### config.mk
export PLATFORM = sky130hd
export DESIGN_NAME = gsoc_out_buf
export DESIGN_NICKNAME = d
export VERILOG_FILES = /design/src/hw/rtl/gsoc_pkg.sv /design/src/hw/rtl/gsoc_out_buf.sv
export SDC_FILE = /design/constraint.sdc
export NUM_CORES = 1
export LEC_CHECK = 0
export BUFFER_PORTS_ARGS = -buffer_cell sky130_fd_sc_hd__buf_2
export CORE_ASPECT_RATIO = 0.7
export CORE_MARGIN = 4
export CORE_UTILIZATION = 55
export CTS_BUF_LIST = sky130_fd_sc_hd__clkbuf_8
export DETAILED_ROUTE_END_ITERATION = 8
export MAX_ROUTING_LAYER = met4
export PLACE_DENSITY = 0.84
export REMOVE_ABC_BUFFERS = 1
export SLEW_MARGIN = 20
export SYNTH_ARGS = -nofsm -noshare
export SYNTH_HDL_FRONTEND = slang
export SYNTH_SLANG_ARGS = --single-unit
### constraint.sdc
create_clock -name i_clk -period 12.26 [get_ports i_clk]
set_input_delay 1.226 -clock i_clk [delete_from_list [all_inputs] [get_ports i_clk]]
set_output_delay 1.226 -clock i_clk [all_outputs]
set_load 0.01 [all_outputs]
### src/hw/rtl/gsoc_pkg.sv
`timescale 1ns / 1ps
// ----------------------------------------------------------------------------
// gsoc_pkg
// Shared types and constants of the gyro stillness offset calibrator.
// ----------------------------------------------------------------------------
package gsoc_pkg;

    localparam int CFG_IDX_W  = 2;
    localparam int CFG_DATA_W = 18;

    // Configuration register indexes.
    typedef enum logic [CFG_IDX_W-1:0] {
        CFG_DIVIDER   = 2'd0,
        CFG_THRESHOLD = 2'd1,
        CFG_HOLD      = 2'd2
    } t_cfg_idx;

    localparam logic [15:0] DIVIDER_RST   = 16'd10;
    localparam logic [17:0] THRESHOLD_RST = 18'd15;
    localparam logic [15:0] HOLD_RST      = 16'd2000;

    // Gyro triple, x in the lowest bits.
    typedef struct packed {
        logic signed [15:0] z;
        logic signed [15:0] y;
        logic signed [15:0] x;
    } t_gyro3;

    // One result item, gyro x in the lowest bits.
    typedef struct packed {
        logic signed [15:0] az;
        logic signed [15:0] ay;
        logic signed [15:0] ax;
        logic signed [15:0] gz;
        logic signed [15:0] gy;
        logic signed [15:0] gx;
    } t_sample;

endpackage

### src/hw/rtl/gsoc_out_buf.sv
`timescale 1ns / 1ps
// ----------------------------------------------------------------------------
// gsoc_out_buf
// Output register with a skid stage, so a stalled result does not stop the
// input side until a second result is waiting.
// ----------------------------------------------------------------------------
module gsoc_out_buf
    import gsoc_pkg::*;
(
    input  logic    i_clk,
    input  logic    i_rst_n,
    input  logic    i_valid,
    input  t_sample i_data,
    output logic    o_ready,
    output logic    o_valid,
    output t_sample o_data,
    input  logic    i_ready
);

    logic    r_out_valid,  n_out_valid;
    logic    r_skid_valid, n_skid_valid;
    t_sample r_out,        n_out;
    t_sample r_skid,       n_skid;

    always_comb begin
        n_out_valid  = r_out_valid;
        n_skid_valid = r_skid_valid;
        n_out        = r_out;
        n_skid       = r_skid;
        if (!r_out_valid || i_ready) begin
            if (r_skid_valid) begin
                n_out        = r_skid;
                n_out_valid  = 1'b1;
                n_skid_valid = 1'b0;
            end else begin
                n_out       = i_data;
                n_out_valid = i_valid;
            end
        end else if (i_valid) begin
            n_skid       = i_data;
            n_skid_valid = 1'b1;
        end
    end

    always_ff @(posedge i_clk) begin
        if (!i_rst_n) begin
            r_out_valid  <= 1'b0;
            r_skid_valid <= 1'b0;
        end else begin
            r_out_valid  <= n_out_valid;
            r_skid_valid <= n_skid_valid;
        end
    end

    always_ff @(posedge i_clk) begin
        r_out  <= n_out;
        r_skid <= n_skid;
    end

    assign o_ready = !r_skid_valid;
    assign o_valid = r_out_valid;
    assign o_data  = r_out;

endmodule

[Word-level counts from Yosys, hierarchy flattened]
Cells that the tools add are included.
Storage, ports and cells
  register bits after elaboration: 194
  bits in latches: 0
  memory bits (writable): 0
  memory bits (read-only): 0
  input port bits: 100
  output and inout bits: 98
  logic and storage cells: 23
  memories kept: 0
Cells by class
  add/subtract/negate cells: 0
  $mul: 0
  div/mod/pow operators: 0
  $lt $le $gt $ge: 0
  eq/ne operators: 0
  shift operators: 0
  mux-type cells: 2
  bitwise gates (word level): 2
  reductions and logical operators: 5
Operator list (count)
  96-bit two-way mux: 1
  1-bit zero test: 2
  1-bit inverter: 2
  2-bit AND reduction: 1
  2-bit OR reduction: 1
  1-bit logical OR: 1
  1-bit two-way mux: 1

[Longest topological paths before layout]
  word-level depth: 4
  mapped depth: 5
  gate-level depth less buffers: 2

[Least setup slack after synthesis]
No wires, ideal clock.
  kind: input to register
  start point: in i_ready
  end point: reg r_skid[0] in the netlist's numbering, enable pin
  arrival time: 7.771 ns
  data required time: 11.710 ns
  slack: 3.939 ns
  stages on the path: 2
  cells stage by stage: nand2b_1 > nor2_1
On the way
  word-level cells in the longest chain between the ends: 3
RTL lines
  from (decl): line gsoc_out_buf.sv:17  | input logic i_ready
  1-bit logical OR: line gsoc_out_buf.sv:30  | if (!r_out_valid || i_ready) begin
  1-bit inverter (no source line)
  2-bit AND reduction (no source line)
  to (signal assigned): line gsoc_out_buf.sv:57  | r_skid <= n_skid;
  to (decl): line gsoc_out_buf.sv:23  | t_sample r_skid, n_skid;
Every way passes these cells.
A chain may end at the register's enable or synchronous reset.

[Final worst setup path]
  start point: in i_ready
  end point: reg r_skid[21] in the netlist's numbering, enable pin
The elaborated chain is that of the path after synthesis.

==> results.md <==
- WP data arrival: 3.19 ns
- Max Clk Rate: 321 MHz
- H-tree depth: 4
- Ys Warns: 0
- Die width: 144 um
- Setup repair bufs after CTS: 0
- Die footprint: 14800 um^2
- Register-to-Register Path Depth: 4
- Tot GR Track Use: slightly below 20%
- Hold path cells: 1
- Total negative slack: 0 ns
- Final worst-path cycle share: 25.4%
- Dpl hpwl: 9230 um
- Pre-antenna DRT Iters: 4
- Yosys top cell area share: about four fifths
- Area of the multi-input gates: 1190 um^2
- IO Count: 198
- VDD IR-drop max: a little over 80 uV
- Vias in the first global route: approximately 3.7k
- Area delta synth->final: 22.8%
- Final ANT Viol Nets: 0
- Worst-Margin Slew: 0.829 ns
- Longest Clk Path Bufs: 2
- Reg-to-Reg Start: o_valid
- Register area share after synthesis: 82.0%
- Unique masters post-synth: 12
- Vias: approximately 3.7k
- Mapped Area: 7080 um^2
- Synth top area cells: edfxtp_1, mux2_2, mux2_4
- Hold_buf cts: 0
- Critical path endpoint category: flop
- Post-Syn Instances: just over 300
- Initial Utilization: 56.6%
- Overflow after GRT: 0
- DRC: 0
- Clk_skew: 0.0118 ns
- Clock root cell: clkbuf_8
- CP max FO: 59
- # rows: 34
- RSZ-0062 raised after global routing: false
- P per Cell Area: 152 nW/um^2
- R2R Path End: r_skid[21]
- Critical path startpoint category: input port
- Synth area leader: edfxtp_1
- DR WL/cell: 19.9 um
- R2R Setup Slk: 9.70 ns
- Insertion delay to the later sink of the worst-skew pair: 0.44 ns
- Placer congestion estimate: 0.791
- First-pass GRT wire length: 20400 um
- Final setup viols: 0
- Worst min path class: flop to flop
- Chip height: 103 um
- Core Area: 12500 um^2
- Worst Path Required: 12.33 ns
- Max-slew headroom: 44.7%
- Mapped Avg Cell Area: 23.0 um^2
- Share of cells above drive strength 1: between 60 and 70%
- Reg clk slew, reported paths: 0.10 ns
- CTS tree: built
- Slew Viols, Final: 0
- Clock buffer count from CTS: 17
- Fin. Hold Viols: 0
- Pin count of the biggest net entering global routing: 62
- Clock sink count: 194
- FF/Latch Area: 5810 um^2
- Leakage: 3.32 nW
- Input/output buffers: ~200
- Filler Cell Count: around 800
- Cts repair resizes: 0
- Final wirelength: 13800 um
- MaxCap Viol Count: 0
- Synth Register Bits: ~190
- Min-delay src: r_skid[39]
- Nets: 617
- Post-layout power: 1.32 mW
- First-iteration detailed-routing DRC count: 261
- Vias per cell: 5.29
- Tmin final: 3.12 ns
- Initial antenna violation count: 2
- Crit path kind: input port to flop
- WHS Endpoint: o_data[39]
- Status: complete, no violations
worst max-delay path by stage:
stage	to	depth (start not counted)	startpoint	slack, ns
after detailed placement	r_skid[69]	4	i_ready	8.36
after floorplan	r_skid[0]	2	i_ready	3.94
after CTS	r_skid[16]	4	i_ready	8.85
after global placement	r_skid[40]	4	i_ready	8.41
after global routing	r_skid[21]	5	i_ready	9.03
final	r_skid[21]	5	i_ready	9.14
critical path, cell delays in order:
cell      delay, ns
buf_2          0.09
nand2b_4       0.38
nor2_4         0.53
buf_16         0.24
buf_4          0.63
stage by stage:
step	util, %	instances	hold WS [ns]	instance area [um^2]	worst slack, ns
floorplan	-	297	0.524	6990	3.94
global placement	65.7	659	0.530	8220	8.41
detailed placement	65.7	659	0.532	8220	8.36
CTS	69.2	691	0.557	8660	8.85
global route	69.5	694	0.559	8690	9.03
finish	69.5	694	0.555	8690	9.14
layer usage:
| layer | vias to the layer above | GRT usage, % | part of all wire (%) |
|---|---|---|---|
| met4 | 0 | 6.01 | 0.80 |
| met2 | 192 | 27.8 | 45 |
| met3 | 10 | 7.00 | 11 |
| met1 | 1820 | 26.2 | 43 |
| li1 | 1651 | - | - |
| met5 | - | - | 0 |
synthesized netlist by cell type, drive strengths merged:
library cell  instances
edfxtp              192
mux2                 96
buf                  11
dfxtp                 2
inv                   2
nor2                  2
a21boi                1
nand2b                1
nor3b                 1
kinds of logic (layout without fill, tap and decap cells):
family	count (synthesis)	count (layout)	synth area share, %
AND/OR/NAND/NOR	4	4	0.301
multiplexers	96	96	16.2
AO/OA/AOI/OAI	1	1	0.106
flip-flops	194	194	82.0
other	0	2	0
buffers and inverters	13	235	1.36
report_power, final:
part / total [mW] / switching, mW / internal, mW
sequential: 0.777 / 0.0115 / 0.766
clock: 0.450 / 0.225 / 0.225
combinational: 0.0957 / 0.0495 / 0.0462
cell usage in the layout (no fill, tap or decap):
| cell | Yosys | layout |
|---|---|---|
| dfxtp_1 | 2 | 1 |
| clkinv_1 | 0 | 2 |
| clkbuf_8 | 0 | 17 |
| bufinv_16 | 0 | 4 |
| nor3b_1 | 1 | 1 |
| nand2b_4 | 0 | 1 |
| clkinv_4 | 0 | 1 |
| clkinvlp_4 | 0 | 3 |
| mux2_2 | 78 | 78 |
| mux2_4 | 18 | 18 |
| edfxtp_1 | 192 | 192 |
| nor2_1 | 2 | 1 |
| buf_16 | 0 | 1 |
| buf_4 | 0 | 3 |
| a21boi_0 | 1 | 1 |
| buf_2 | 7 | 197 |
| dfxtp_4 | 0 | 1 |
| inv_6 | 0 | 1 |
| inv_8 | 0 | 3 |
| diode_2 | 0 | 2 |
| nor2_4 | 0 | 1 |
| inv_1 | 2 | 3 |
final cells by class:
class	instances	area share [%]
Sequential cell	194	66.8
Multi-Input combinational cell	101	13.7
Timing Repair Buffer	201	11.9
Clock buffer	17	2.69
Clock inverter	15	2.36
Tap cell	162	2.33
Inverter	2	0.0864
Antenna cell	2	0.0576
state kept, by name, summed over array words and instances, names as in the netlist:
| signal | cells |
|---|---|
| r_skid_valid | 1 |
| r_skid | 96 |
| o_data | 96 |
| o_valid | 1 |
Note: power is estimated with default switching activity, not from simulation.
