--- config.mk ---
export PLATFORM = sky130hd
export DESIGN_NAME = gsoc_cal_core
export DESIGN_NICKNAME = d
export VERILOG_FILES = /design/src/hw/rtl/gsoc_pkg.sv /design/src/hw/rtl/gsoc_cal_core.sv
export SDC_FILE = /design/constraint.sdc
export NUM_CORES = 1
export LEC_CHECK = 0
export ABC_AREA = 1
export BUFFER_PORTS_ARGS = -buffer_cell sky130_fd_sc_hd__clkbuf_2
export CORE_UTILIZATION = 32
export DETAILED_ROUTE_END_ITERATION = 6
export SLEW_MARGIN = 20
export SYNTH_ARGS = -nofsm -noshare
export SYNTH_HDL_FRONTEND = slang
export SYNTH_SLANG_ARGS = --single-unit
--- constraint.sdc ---
create_clock -name i_clk -period 9.4 [get_ports i_clk]
set_input_delay 1.41 -clock i_clk [delete_from_list [all_inputs] [get_ports i_clk]]
set_output_delay 1.41 -clock i_clk [all_outputs]
set_load 0.02 [all_outputs]
--- src/hw/rtl/gsoc_pkg.sv ---
`timescale 1ns / 1ps
// ----------------------------------------------------------------------------
// gsoc_pkg
// Shared types and constants of the gyro stillness offset calibrator.
// ----------------------------------------------------------------------------
package gsoc_pkg;

    localparam int CFG_IDX_W  = 2;
    localparam int CFG_DATA_W = 18;

    // Configuration register indexes.
    typedef enum logic [CFG_IDX_W-1:0] {
        CFG_DIVIDER   = 2'd0,
        CFG_THRESHOLD = 2'd1,
        CFG_HOLD      = 2'd2
    } t_cfg_idx;

    localparam logic [15:0] DIVIDER_RST   = 16'd10;
    localparam logic [17:0] THRESHOLD_RST = 18'd15;
    localparam logic [15:0] HOLD_RST      = 16'd2000;

    // Gyro triple, x in the lowest bits.
    typedef struct packed {
        logic signed [15:0] z;
        logic signed [15:0] y;
        logic signed [15:0] x;
    } t_gyro3;

    // One result item, gyro x in the lowest bits.
    typedef struct packed {
        logic signed [15:0] az;
        logic signed [15:0] ay;
        logic signed [15:0] ax;
        logic signed [15:0] gz;
        logic signed [15:0] gy;
        logic signed [15:0] gx;
    } t_sample;

endpackage

--- src/hw/rtl/gsoc_cal_core.sv ---
`timescale 1ns / 1ps
// ----------------------------------------------------------------------------
// gsoc_cal_core
// Offset subtraction, divided-rate stillness detection and ring bookkeeping.
// ----------------------------------------------------------------------------
module gsoc_cal_core
    import gsoc_pkg::*;
#(
    parameter int RING_DEPTH = 128,
    parameter int IDX_W      = 7,
    parameter int FILL_W     = 8
) (
    input  logic                  i_clk,
    input  logic                  i_rst_n,
    input  logic                  i_cfg_valid,
    input  logic [CFG_IDX_W-1:0]  i_cfg_index,
    input  logic [CFG_DATA_W-1:0] i_cfg_data,
    input  logic                  i_acc,
    input  t_gyro3                i_gyro,
    input  logic [31:0]           i_now,
    output logic                  o_res_valid,
    output t_gyro3                o_res_gyro,
    output logic                  o_wr_en,
    output logic [IDX_W-1:0]      o_wr_addr,
    output t_gyro3                o_wr_data,
    output logic [IDX_W-1:0]      o_rd_addr,
    input  t_gyro3                i_rd_data,
    output logic                  o_calibrated
);

    localparam logic [IDX_W-1:0]  LAST_IDX  = IDX_W'(RING_DEPTH - 1);
    localparam logic [FILL_W-1:0] FULL_FILL = FILL_W'(RING_DEPTH);

    function automatic logic [16:0] abs_diff(input logic [15:0] a, input logic [15:0] b);
        logic [16:0] d;
        d = {a[15], a} - {b[15], b};
        return d[16] ? (17'd0 - d) : d;
    endfunction

    logic [15:0]       r_div;
    logic [17:0]       r_thresh;
    logic [15:0]       r_hold;
    logic              r_cal,   n_cal;
    t_gyro3            r_off,   n_off;
    t_gyro3            r_prev,  n_prev;
    logic [31:0]       r_last,  n_last;
    logic [31:0]       r_start, n_start;
    logic [IDX_W-1:0]  r_idx,   n_idx;
    logic [FILL_W-1:0] r_fill,  n_fill;

    logic [31:0] w_since_step;
    logic [31:0] w_start_eff;
    logic [31:0] w_since_still;
    logic [17:0] w_turb;
    logic        w_step;
    logic        w_still;
    logic        w_capture;

    // Configuration registers.
    always_ff @(posedge i_clk) begin
        if (!i_rst_n) begin
            r_div    <= DIVIDER_RST;
            r_thresh <= THRESHOLD_RST;
            r_hold   <= HOLD_RST;
        end else if (i_cfg_valid) begin
            unique case (t_cfg_idx'(i_cfg_index))
                CFG_DIVIDER:   r_div    <= i_cfg_data[15:0];
                CFG_THRESHOLD: r_thresh <= i_cfg_data;
                CFG_HOLD:      r_hold   <= i_cfg_data[15:0];
                default: ;
            endcase
        end
    end

    assign w_since_step = i_now - r_last;
    assign w_step       = i_acc && (w_since_step >= {16'd0, r_div});
    assign w_turb       = 18'(abs_diff(i_gyro.x, r_prev.x))
                        + 18'(abs_diff(i_gyro.y, r_prev.y))
                        + 18'(abs_diff(i_gyro.z, r_prev.z));
    // A zero start time means unset; it takes the current time on this step.
    assign w_start_eff   = (r_start == 32'd0) ? i_now : r_start;
    assign w_since_still = i_now - w_start_eff;
    assign w_still       = w_turb < r_thresh;
    assign w_capture     = w_step && w_still && (w_since_still > {16'd0, r_hold});

    always_comb begin
        n_cal   = r_cal;
        n_off   = r_off;
        n_prev  = r_prev;
        n_last  = r_last;
        n_start = r_start;
        n_idx   = r_idx;
        n_fill  = r_fill;
        o_wr_en = 1'b0;
        if (w_step) begin
            n_last  = i_now;
            n_prev  = i_gyro;
            n_start = w_still ? w_start_eff : i_now;
        end
        if (w_capture) begin
            if (!r_cal) begin
                n_cal = 1'b1;
                n_off = i_gyro;
            end else begin
                o_wr_en = 1'b1;
                n_idx   = (r_idx == LAST_IDX) ? '0 : r_idx + 1'b1;
                if (r_fill != FULL_FILL) begin
                    n_fill = r_fill + 1'b1;
                end else begin
                    // Prefetched entry after the write slot is the oldest one.
                    n_off = i_rd_data;
                end
            end
        end
    end

    always_ff @(posedge i_clk) begin
        if (!i_rst_n) begin
            r_cal   <= 1'b0;
            r_off   <= '0;
            r_prev  <= '0;
            r_last  <= '0;
            r_start <= '0;
            r_idx   <= '0;
            r_fill  <= '0;
        end else begin
            r_cal   <= n_cal;
            r_off   <= n_off;
            r_prev  <= n_prev;
            r_last  <= n_last;
            r_start <= n_start;
            r_idx   <= n_idx;
            r_fill  <= n_fill;
        end
    end

    // The read always looks one slot ahead of the next write position.
    assign o_rd_addr = (n_idx == LAST_IDX) ? '0 : n_idx + 1'b1;
    assign o_wr_addr = r_idx;
    assign o_wr_data = i_gyro;

    assign o_res_valid  = i_acc && r_cal;
    assign o_res_gyro.x = i_gyro.x - r_off.x;
    assign o_res_gyro.y = i_gyro.y - r_off.y;
    assign o_res_gyro.z = i_gyro.z - r_off.z;
    assign o_calibrated = r_cal;

endmodule

## After elaboration in Yosys (flattened, before gate mapping)

Index checks and enable logic that the tools add are counted.

- Bits in registers: 226

- $lt $le $gt $ge: 3
- Add/sub/neg operators: 16
- Reduce and logical (&&, ||, !) cells: 11
- Multiplexer cells: 13
- Equality and inequality tests: 6

Operators with widths:

| operator | count |
|---|---|
| 48-bit 2-to-1 mux | 2 |
| 32-bit 2-to-1 mux | 2 |
| 32-bit subtractor | 2 |
| 17-bit 2-to-1 mux | 3 |
| 1-bit by 17-bit subtractor with 17-bit output, first input constant | 3 |
| 16-bit by 16-bit subtractor with 17-bit output | 3 |
| 16-bit subtractor | 3 |
| 32-bit by 16-bit >= comparator with 1-bit output | 1 |
| 32-bit by 16-bit greater-than comparator with 1-bit output | 1 |
| 32-bit logical NOT | 1 |
| 7-bit 2-to-1 mux | 4 |
| 17-bit by 17-bit adder with 18-bit output | 1 |
| 18-bit by 17-bit adder with 18-bit output | 1 |
| 18-bit less-than comparator | 1 |
| 7-bit by 1-bit adder with 7-bit output, second input constant | 2 |
| 7-bit == test, second input constant | 2 |
| 8-bit by 1-bit adder with 8-bit output, second input constant | 1 |
| 8-bit != test, second input constant | 1 |
| 2-bit AND reduction | 4 |
| 1-bit logical AND | 4 |
| 3-bit AND reduction | 1 |
| 2-bit by 1-bit == test with 1-bit output, second input constant | 1 |
| 2-bit == test, second input constant | 1 |
| 2-bit logical NOT | 1 |
| other kinds (2) | 3 |

## Longest topological paths before layout

Gate-level depths: netlist of the first run.

- Depth after elaboration: 11
- Gate-level depth with buffers: 52
- Gate-level depth less buffers: 51

## Least setup slack after synthesis of the first run

Ideal clock, no wire load.

- Path kind: in2out
- From: input port i_gyro[16] (netlist bit)
- To: output port o_rd_addr[4]
- Setup slack: -0.668 ns
- Path buffers: 1
- Data arrival time: 8.658 ns
- Stages on the path: 49
- Path through: inv_1 > ha_1 > fa_1 > o21ai_1 > a21oi_1 > o21ai_1 > a21boi_1 > o21ai_0 > nand2_1 > nand2_1 > nand3_1 > nand4_1 > o21a_1 > buf_4 > o21ai_0 > fa_1 > inv_1 > ha_1 > [... 13 more ...] > nand3_1 > nand2_1 > xor2_1 > ha_1 > a21oi_1 > o21ai_0 > nor2_1 > nand2_1 > a41oi_2 > nand4_2 > nor2_1 > nand2_1 > nand2_2 > ha_1 > inv_1 > nor2_1 > nand2_1 > xor2_1

- Word-level cells in the longest chain between the ends: 11
- Elaborated cells between the ends (all ways): 12
- Classes of those cells: add/sub: 5; order compare: 1; eq/ne: 1; mux: 3; reduce/logical: 2

RTL lines:

| what | RTL line | source |
|---|---|---|
| start: declaration | gsoc_cal_core.sv:19 | `input t_gyro3 i_gyro,` |
| 16-bit by 16-bit subtractor with 17-bit output (*) | gsoc_cal_core.sv:36 | `d = {a[15], a} - {b[15], b};` |
| 1-bit by 17-bit subtractor with 17-bit output | gsoc_cal_core.sv:37 | `return d[16] ? (17'd0 - d) : d;` |
| 17-bit 2-to-1 mux (*) | gsoc_cal_core.sv:37 |  |
| 17-bit by 17-bit adder with 18-bit output (*) | gsoc_cal_core.sv:78 | `+ 18'(abs_diff(i_gyro.y, r_prev.y))` |
| 18-bit by 17-bit adder with 18-bit output (*) | gsoc_cal_core.sv:79 | `+ 18'(abs_diff(i_gyro.z, r_prev.z));` |
| 18-bit less-than comparator (*) | gsoc_cal_core.sv:83 | `assign w_still = w_turb < r_thresh;` |
| 1-bit logical AND (*) (2 in a row) | gsoc_cal_core.sv:84 | `assign w_capture = w_step && w_still && (w_since_still > {16'd0, r_hold});` |
| 7-bit 2-to-1 mux (*) | gsoc_cal_core.sv:100 | `if (w_capture) begin` |
| net n_idx[0] | gsoc_cal_core.sv:48 | `logic [IDX_W-1:0] r_idx, n_idx;` |
| 7-bit by 1-bit adder with 7-bit output or 7-bit == test (tied branches) | gsoc_cal_core.sv:138 | `assign o_rd_addr = (n_idx == LAST_IDX) ? '0 : n_idx + 1'b1;` |
| 7-bit 2-to-1 mux (*) | gsoc_cal_core.sv:138 |  |
| end: declaration | gsoc_cal_core.sv:26 | `output logic [IDX_W-1:0] o_rd_addr,` |

The timed path passes the listed nets; every way through them passes the cells marked *.

## Worst setup path in the final report of the first run

- From: input port i_gyro[16] (netlist bit)
- To: output port o_rd_addr[1]

- Word-level cells in the longest chain between the ends: 11
- Elaborated cells between the ends (all ways): 12
- Classes of those cells: add/sub: 5; order compare: 1; eq/ne: 1; mux: 3; reduce/logical: 2

RTL lines:

| what | RTL line |
|---|---|
| 16-bit by 16-bit subtractor with 17-bit output (*) | gsoc_cal_core.sv:36 |
| 1-bit by 17-bit subtractor with 17-bit output | gsoc_cal_core.sv:37 |
| 17-bit 2-to-1 mux (*) | gsoc_cal_core.sv:37 |
| 17-bit by 17-bit adder with 18-bit output (*) | gsoc_cal_core.sv:78 |
| 18-bit by 17-bit adder with 18-bit output (*) | gsoc_cal_core.sv:79 |
| 18-bit less-than comparator (*) | gsoc_cal_core.sv:83 |
| 1-bit logical AND (*) (2 in a row) | gsoc_cal_core.sv:84 |
| 7-bit 2-to-1 mux (*) | gsoc_cal_core.sv:100 |
| 7-bit by 1-bit adder with 7-bit output or 7-bit == test (tied branches) | gsoc_cal_core.sv:138 |
| 7-bit 2-to-1 mux (*) | gsoc_cal_core.sv:138 |

Mark *: on every way between the ends. The rest lies on a longest branch, timed or not.

==> run metrics, run 1 <==
Hold-fix buffers, CTS 0; DIE HEIGHT 264 um; Reg area 4530 um2; status complete, no violations; share of layout cells above drive strength 1 0.169; largest area contributor in the netlist dfxtp_1; YS warnings 0; Final Util 0.395; worst setup path end o_rd_addr[1]; dpl hpwl 52.2 mm; predominant post-synthesis flop cell dfxtp_1; Fmax 0.107 GHz; DR pass1 iterations 5; Std-Cell Rows 95; setup slack, reg-to-reg 2370 ps; top cells by area, synth dfxtp_1 21%, nand2_1 14%, ha_1 13%; clock sink count 226; maximum root-to-sink buffer count 3; area grow syn2layout 21.3%; most frequent cell on the critical path nand2_1; worst endpoint required time 7990 ps; largest net degree at the start of global routing 116; synthesized net count 3867; antenna violations before repair 5; Seq/Total Area, Yosys 0.205; Clock Pin Slew Worst Setup and Hold Paths 60 ps; WL/cell 14.0 um; Fin. Hold Viols 0; die width 264 um; maximum level of the CTS H-tree 1; EDFF count, synth 0; worst r2r src r_prev[16]; IO buf count 264; DP Area 25100 um2; crit path DAT 7910 ps; GRT overflow 0; worst reg2reg path endpoint r_off[2]; dpl ws -342 ps; Cell variety after synth 57; minimum clock period 9320 ps; Core ar. 67600 um2; CP startpoint kind input pin; hold crit path type flip-flop to flip-flop; DR iter-0 viols 1352; first-pass GRT wire length 106 mm; pwr/cell area 357 nW/um2; Placer Congestion 0.925; Initial Util 0.326; Setup Crit Path Kind input pin to primary output; CP Max Fanout 7; vias in the first global route 20961; Inserted Clock Buffers 29; Mapped Avg Cell Area 6.36 um2; Post-Syn Instances 3462; final instance area 26700 um2; area of the multi-input gates 14800 um2; Crit path largest cell delay 550 ps; io pins 265; worst slew pin tran 876 ps; root buf cell clkbuf_16; hold_sp r_prev[14]; final cell count without fillers 4695; Setup-failing EPs final 0; CTS tree built; slowest cell on the critical path fa_1; worst skew pair latency 600 ps; Post-synth ARST share 0; Vias/cell 4.72; DIE AREA 69900 um2; worst clock skew 40.6 ps; WL final 65.9 mm; max-slew violations 0; worst hold margin 455 ps; CP endpoint kind primary output; Max-Cap Viols 0; total global routing track utilization 0.185; CP startpoint i_gyro[16]; vias 22174; unrepaired setup endpoints after global routing yes; fillers 7168; leak pwr 13.8 nW; count of nets after finishing 4203; antenna-violating nets left 0; R2R cell count 45; placed insts 4622; peak ir drop on the vdd network 389 uV; Max-slew headroom 0.416; Setup WS post-layout 77.5 ps; cell area after synthesis 22000 um2; crit share post-route 0.992; Yosys reg bits 226; # DRC 0; post-synth top area share 0.205
[repair_timing]
action	CTS	global route
endpoints found under the setup margin	7	7
gates resized for setup	34	83
gates cloned	0	0
buffers inserted	9	9
pin swaps	30	64
[layout make-up]
type                            instances  area share
Antenna cell                            2    0.000187
Sequential cell                       226       0.169
Multi-Input combinational cell       2442       0.554
Clock inverter                         18     0.00974
Tap cell                              873      0.0409
Inverter                              658      0.0929
Timing Repair Buffer                  441       0.104
Clock buffer                           35      0.0291
[worst max-delay path, delay by kind of cell]
family	cells	cell delay, ps
xor+xnor	1	140
simple gates	24	2110
compound gates	14	1740
buf+inv	7	650
fa+ha+maj	6	1860
[power breakdown]
group	leakage, nW	switching (W)	internal, W
combinational	11.4	0.00408	0.00301
sequential	1.86	0.0000781	0.00113
clock	0.496	0.000487	0.000753
total	13.8	0.00465	0.00489
[layer usage]
layer / global-route usage / vias to the layer above / wire length (um) / part of all wire
met3: 0.0214 / 84 / 3320 / 0.050
li1: - / 11709 / - / -
met5: 0 / - / 15 / 0.00023
met1: 0.250 / 9878 / 30900 / 0.47
met4: 0.0462 / 2 / 1450 / 0.022
met2: 0.313 / 501 / 30200 / 0.46
[per-stage QoR]
step                      TNS (ps)  power [W]
final                            0    0.00954
after global routing         -2760     0.0105
after detailed placement     -1980    0.00780
after global placement       -1660    0.00774
after floorplan                  0    0.00569
after CTS                        0    0.00929
[worst min path at each step]
stage | endpoint | slack [ps] | cells past startpoint
2_1_floorplan | r_last[10] | 430 | 2
3_5_place_dp | r_prev[30] | 450 | 2
5_1_grt | r_prev[29] | 470 | 2
3_3_place_gp | r_prev[25] | 440 | 2
6_report | r_prev[14] | 460 | 2
4_1_cts | r_prev[30] | 460 | 2
[synthesized netlist by cell type (all sizes together) (32+ instances only)]
cell      n
nand4    32
clkbuf   61
nor2    205
dfxtp   226
buf      75
o21ai   282
ha      227
inv     654
a21oi   342
nor3     40
nand2   847
a31oi    45
xor2    147
nand3   107
[cells in the final DEF, fill, tap and decap left out, drive strengths merged, types with 32 or more instances in the layout]
master	n
a21oi	342
a31oi	45
buf	187
clkbuf	289
dfxtp	226
ha	227
inv	655
nand2	847
nand3	107
nand4	32
nor2	205
nor3	40
o21ai	282
xor2	147
[state kept, by name (all words and copies together) (netlist names)]
register	cells
r_prev	48
o_wr_addr	7
r_start	32
r_off	48
o_calibrated	1
r_last	32
r_div	16
r_hold	16
r_thresh	18
r_fill	8
[kinds of logic after synthesis]
group | after synthesis | share of synthesized area
AND/OR/NAND/NOR | 1260 | 0.239
buffers and inverters | 794 | 0.146
AO/OA/AOI/OAI | 754 | 0.188
adder cells (fa/ha/maj) | 253 | 0.153
flip-flops | 226 | 0.205
XOR/XNOR | 175 | 0.0696
(Power assumes the default switching activity.)
==> run 2, diff against run 1 <==
Settings changed: SETUP_SLACK_MARGIN set to 0.2.
==> run 2 against run 1 <==
  * Largest cell class unchanged
  * Utilization increased by 0.061 points
  * Routed wire length increased by 1.5%
  * Sequential share of layout area about the same
  * Sequential cell count unchanged
  * Highest routed layer unchanged
  * Clock skew decreased by 19 ps
  * Setup slack got worse by 100 ps
  * Clock power decreased by 6%
  * The flow now finishes with violations (setup timing)
  * Cell count increased by 0.30%
  * Global-route usage increased by 0.36 points
  * Critical path depth decreased by 8
==> run metrics, run 2 (synthesized netlist as in run 1, its figures left out) <==
status finished with violations; failing checks setup timing; Total Power 0.00946 W; count of nets after finishing 4215; Initial Util 0.326; Core ar. 67600 um2; commonest non-fill, non-tap cell in the layout nand2_1; Placer Congestion 0.924; CP endpoint kind primary output; hold crit path type flip-flop to flip-flop; CP Max Fanout 5; Max-Cap Viols 0; dpl hpwl 53.1 mm; total global routing track utilization 0.189; Reg area 4530 um2; vias in the first global route 21225; slowest cell on the critical path fa_1; Setup-failing EPs final 5; R2R cell count 42; unrepaired setup endpoints after global routing yes; Vias/cell 4.72; Fmax 0.106 GHz; DR iter-0 viols 1185; most frequent cell on the critical path buf_4; IO buf count 264; WL final 66.8 mm; worst slew pin tran 950 ps; Fin. Hold Viols 0; leak pwr 13.8 nW; area grow syn2layout 21.5%; maximum level of the CTS H-tree 1; CTS tree built; share of layout cells above drive strength 1 0.175; worst endpoint required time 7990 ps; setup slack, reg-to-reg 2380 ps; Largest regs r_off: 48 flops, r_prev: 48 flops; maximum root-to-sink buffer count 3; hold_sp r_prev[37]; dpl ws -354 ps; first-pass GRT wire length 108 mm; Worst Path Buf+Inv 13; die width 264 um; Crit path depth 44; DIE HEIGHT 264 um; area of the multi-input gates 14800 um2; worst reg2reg path endpoint r_off[5]; io pins 265; most frequent cells in the layout 805 x nand2_1, 633 x inv_1, 328 x a21oi_1; antenna-violating nets left 0; Setup WS post-layout -24.4 ps; Clock Pin Slew Worst Setup and Hold Paths 50 ps; root buf cell clkbuf_16; DR pass1 iterations 6; WL/cell 14.2 um; worst skew pair latency 590 ps; worst hold stages 2; worst clock skew 21.7 ps; max-slew violations 0; vias 22214; worst r2r src r_prev[16]; crit path DAT 8010 ps; Std-Cell Rows 95; # DRC 0; final cell count without fillers 4709; Setup Crit Path Kind input pin to primary output; Worst Hold Path EP r_prev[37]; pwr/cell area 354 nW/um2; placed insts 4625; fillers 7207; minimum clock period 9420 ps; CP top delay family buffers and inverters; GRT overflow 0; Inserted Clock Buffers 29; peak ir drop on the vdd network 296 uV; crit share post-route 1.00; CP startpoint kind input pin; antenna violations before repair 7; clock sink count 226; largest net degree at the start of global routing 106; worst hold margin 455 ps; Max-slew headroom 0.367; Crit path largest cell delay 410 ps; DIE AREA 69900 um2
## run 2: changes by cell type in the layout (fill, tap and decap cells not counted), sizes merged
cell,before,now
inv,655,659
buf,187,192
diode,2,4
clkbuf,289,296
clkinv,10,9
clkinvlp,5,6
bufinv,6,2
## run 2: cell type report
class / count / share of cell area
Inverter: 658 / 0.0932
Multi-Input combinational cell: 2442 / 0.553
Sequential cell: 226 / 0.169
Tap cell: 873 / 0.0408
Timing Repair Buffer: 453 / 0.107
Antenna cell: 4 / 0.000374
Clock inverter: 18 / 0.00697
Clock buffer: 35 / 0.0295
## run 2: tightest hold or removal path: cells and delay by family, from the launching register on
family,cells,cell delay [ps]
buffers and inverters,1,60
DFF,1,290
AOI/OAI and AO/OA,1,50
## run 2: where the power goes
part | total (W) | internal [W] | switching (W)
Combinational | 0.00709 | 0.00298 | 0.00411
Clock | 0.00117 | 0.000660 | 0.000508
Sequential | 0.00121 | 0.00113 | 0.0000774
## run 2: repair_timing
action	CTS	global route
gates resized for setup	63	40
setup buffers	25	2
endpoints found under the setup margin	7	8
hold buffers	0	0
pin swaps	61	41
## run 2: stage by stage
stage / utilization / TNS [ps] / area, um2
5_1_grt: 0.396 / -3820 / 26800
3_5_place_dp: 0.372 / -2170 / 25200
6_report: 0.396 / -82.4 / 26800
3_3_place_gp: 0.372 / -1500 / 25200
2_1_floorplan: - / 0 / 22200
4_1_cts: 0.393 / -343 / 26600
## run 2: worst max-delay path by stage
stage / end / startpoint
6_report: o_rd_addr[5] / i_gyro[19]
2_1_floorplan: o_rd_addr[0] / i_gyro[16]
4_1_cts: o_rd_addr[5] / i_gyro[16]
5_1_grt: o_rd_addr[6] / i_gyro[16]
3_5_place_dp: o_rd_addr[1] / i_gyro[16]
3_3_place_gp: o_rd_addr[0] / i_gyro[16]
## run 2: layer usage
| metal | up-vias | global-route usage | share of wire | wire [um] |
|---|---|---|---|---|
| li1 | 11727 | - | - | - |
| met1 | 9975 | 0.248 | 0.47 | 31700 |
| met2 | 417 | 0.321 | 0.46 | 30700 |
| met3 | 91 | 0.0256 | 0.042 | 2840 |
| met4 | 4 | 0.0550 | 0.024 | 1630 |
| met5 | - | 0 | 0.00036 | 24 |
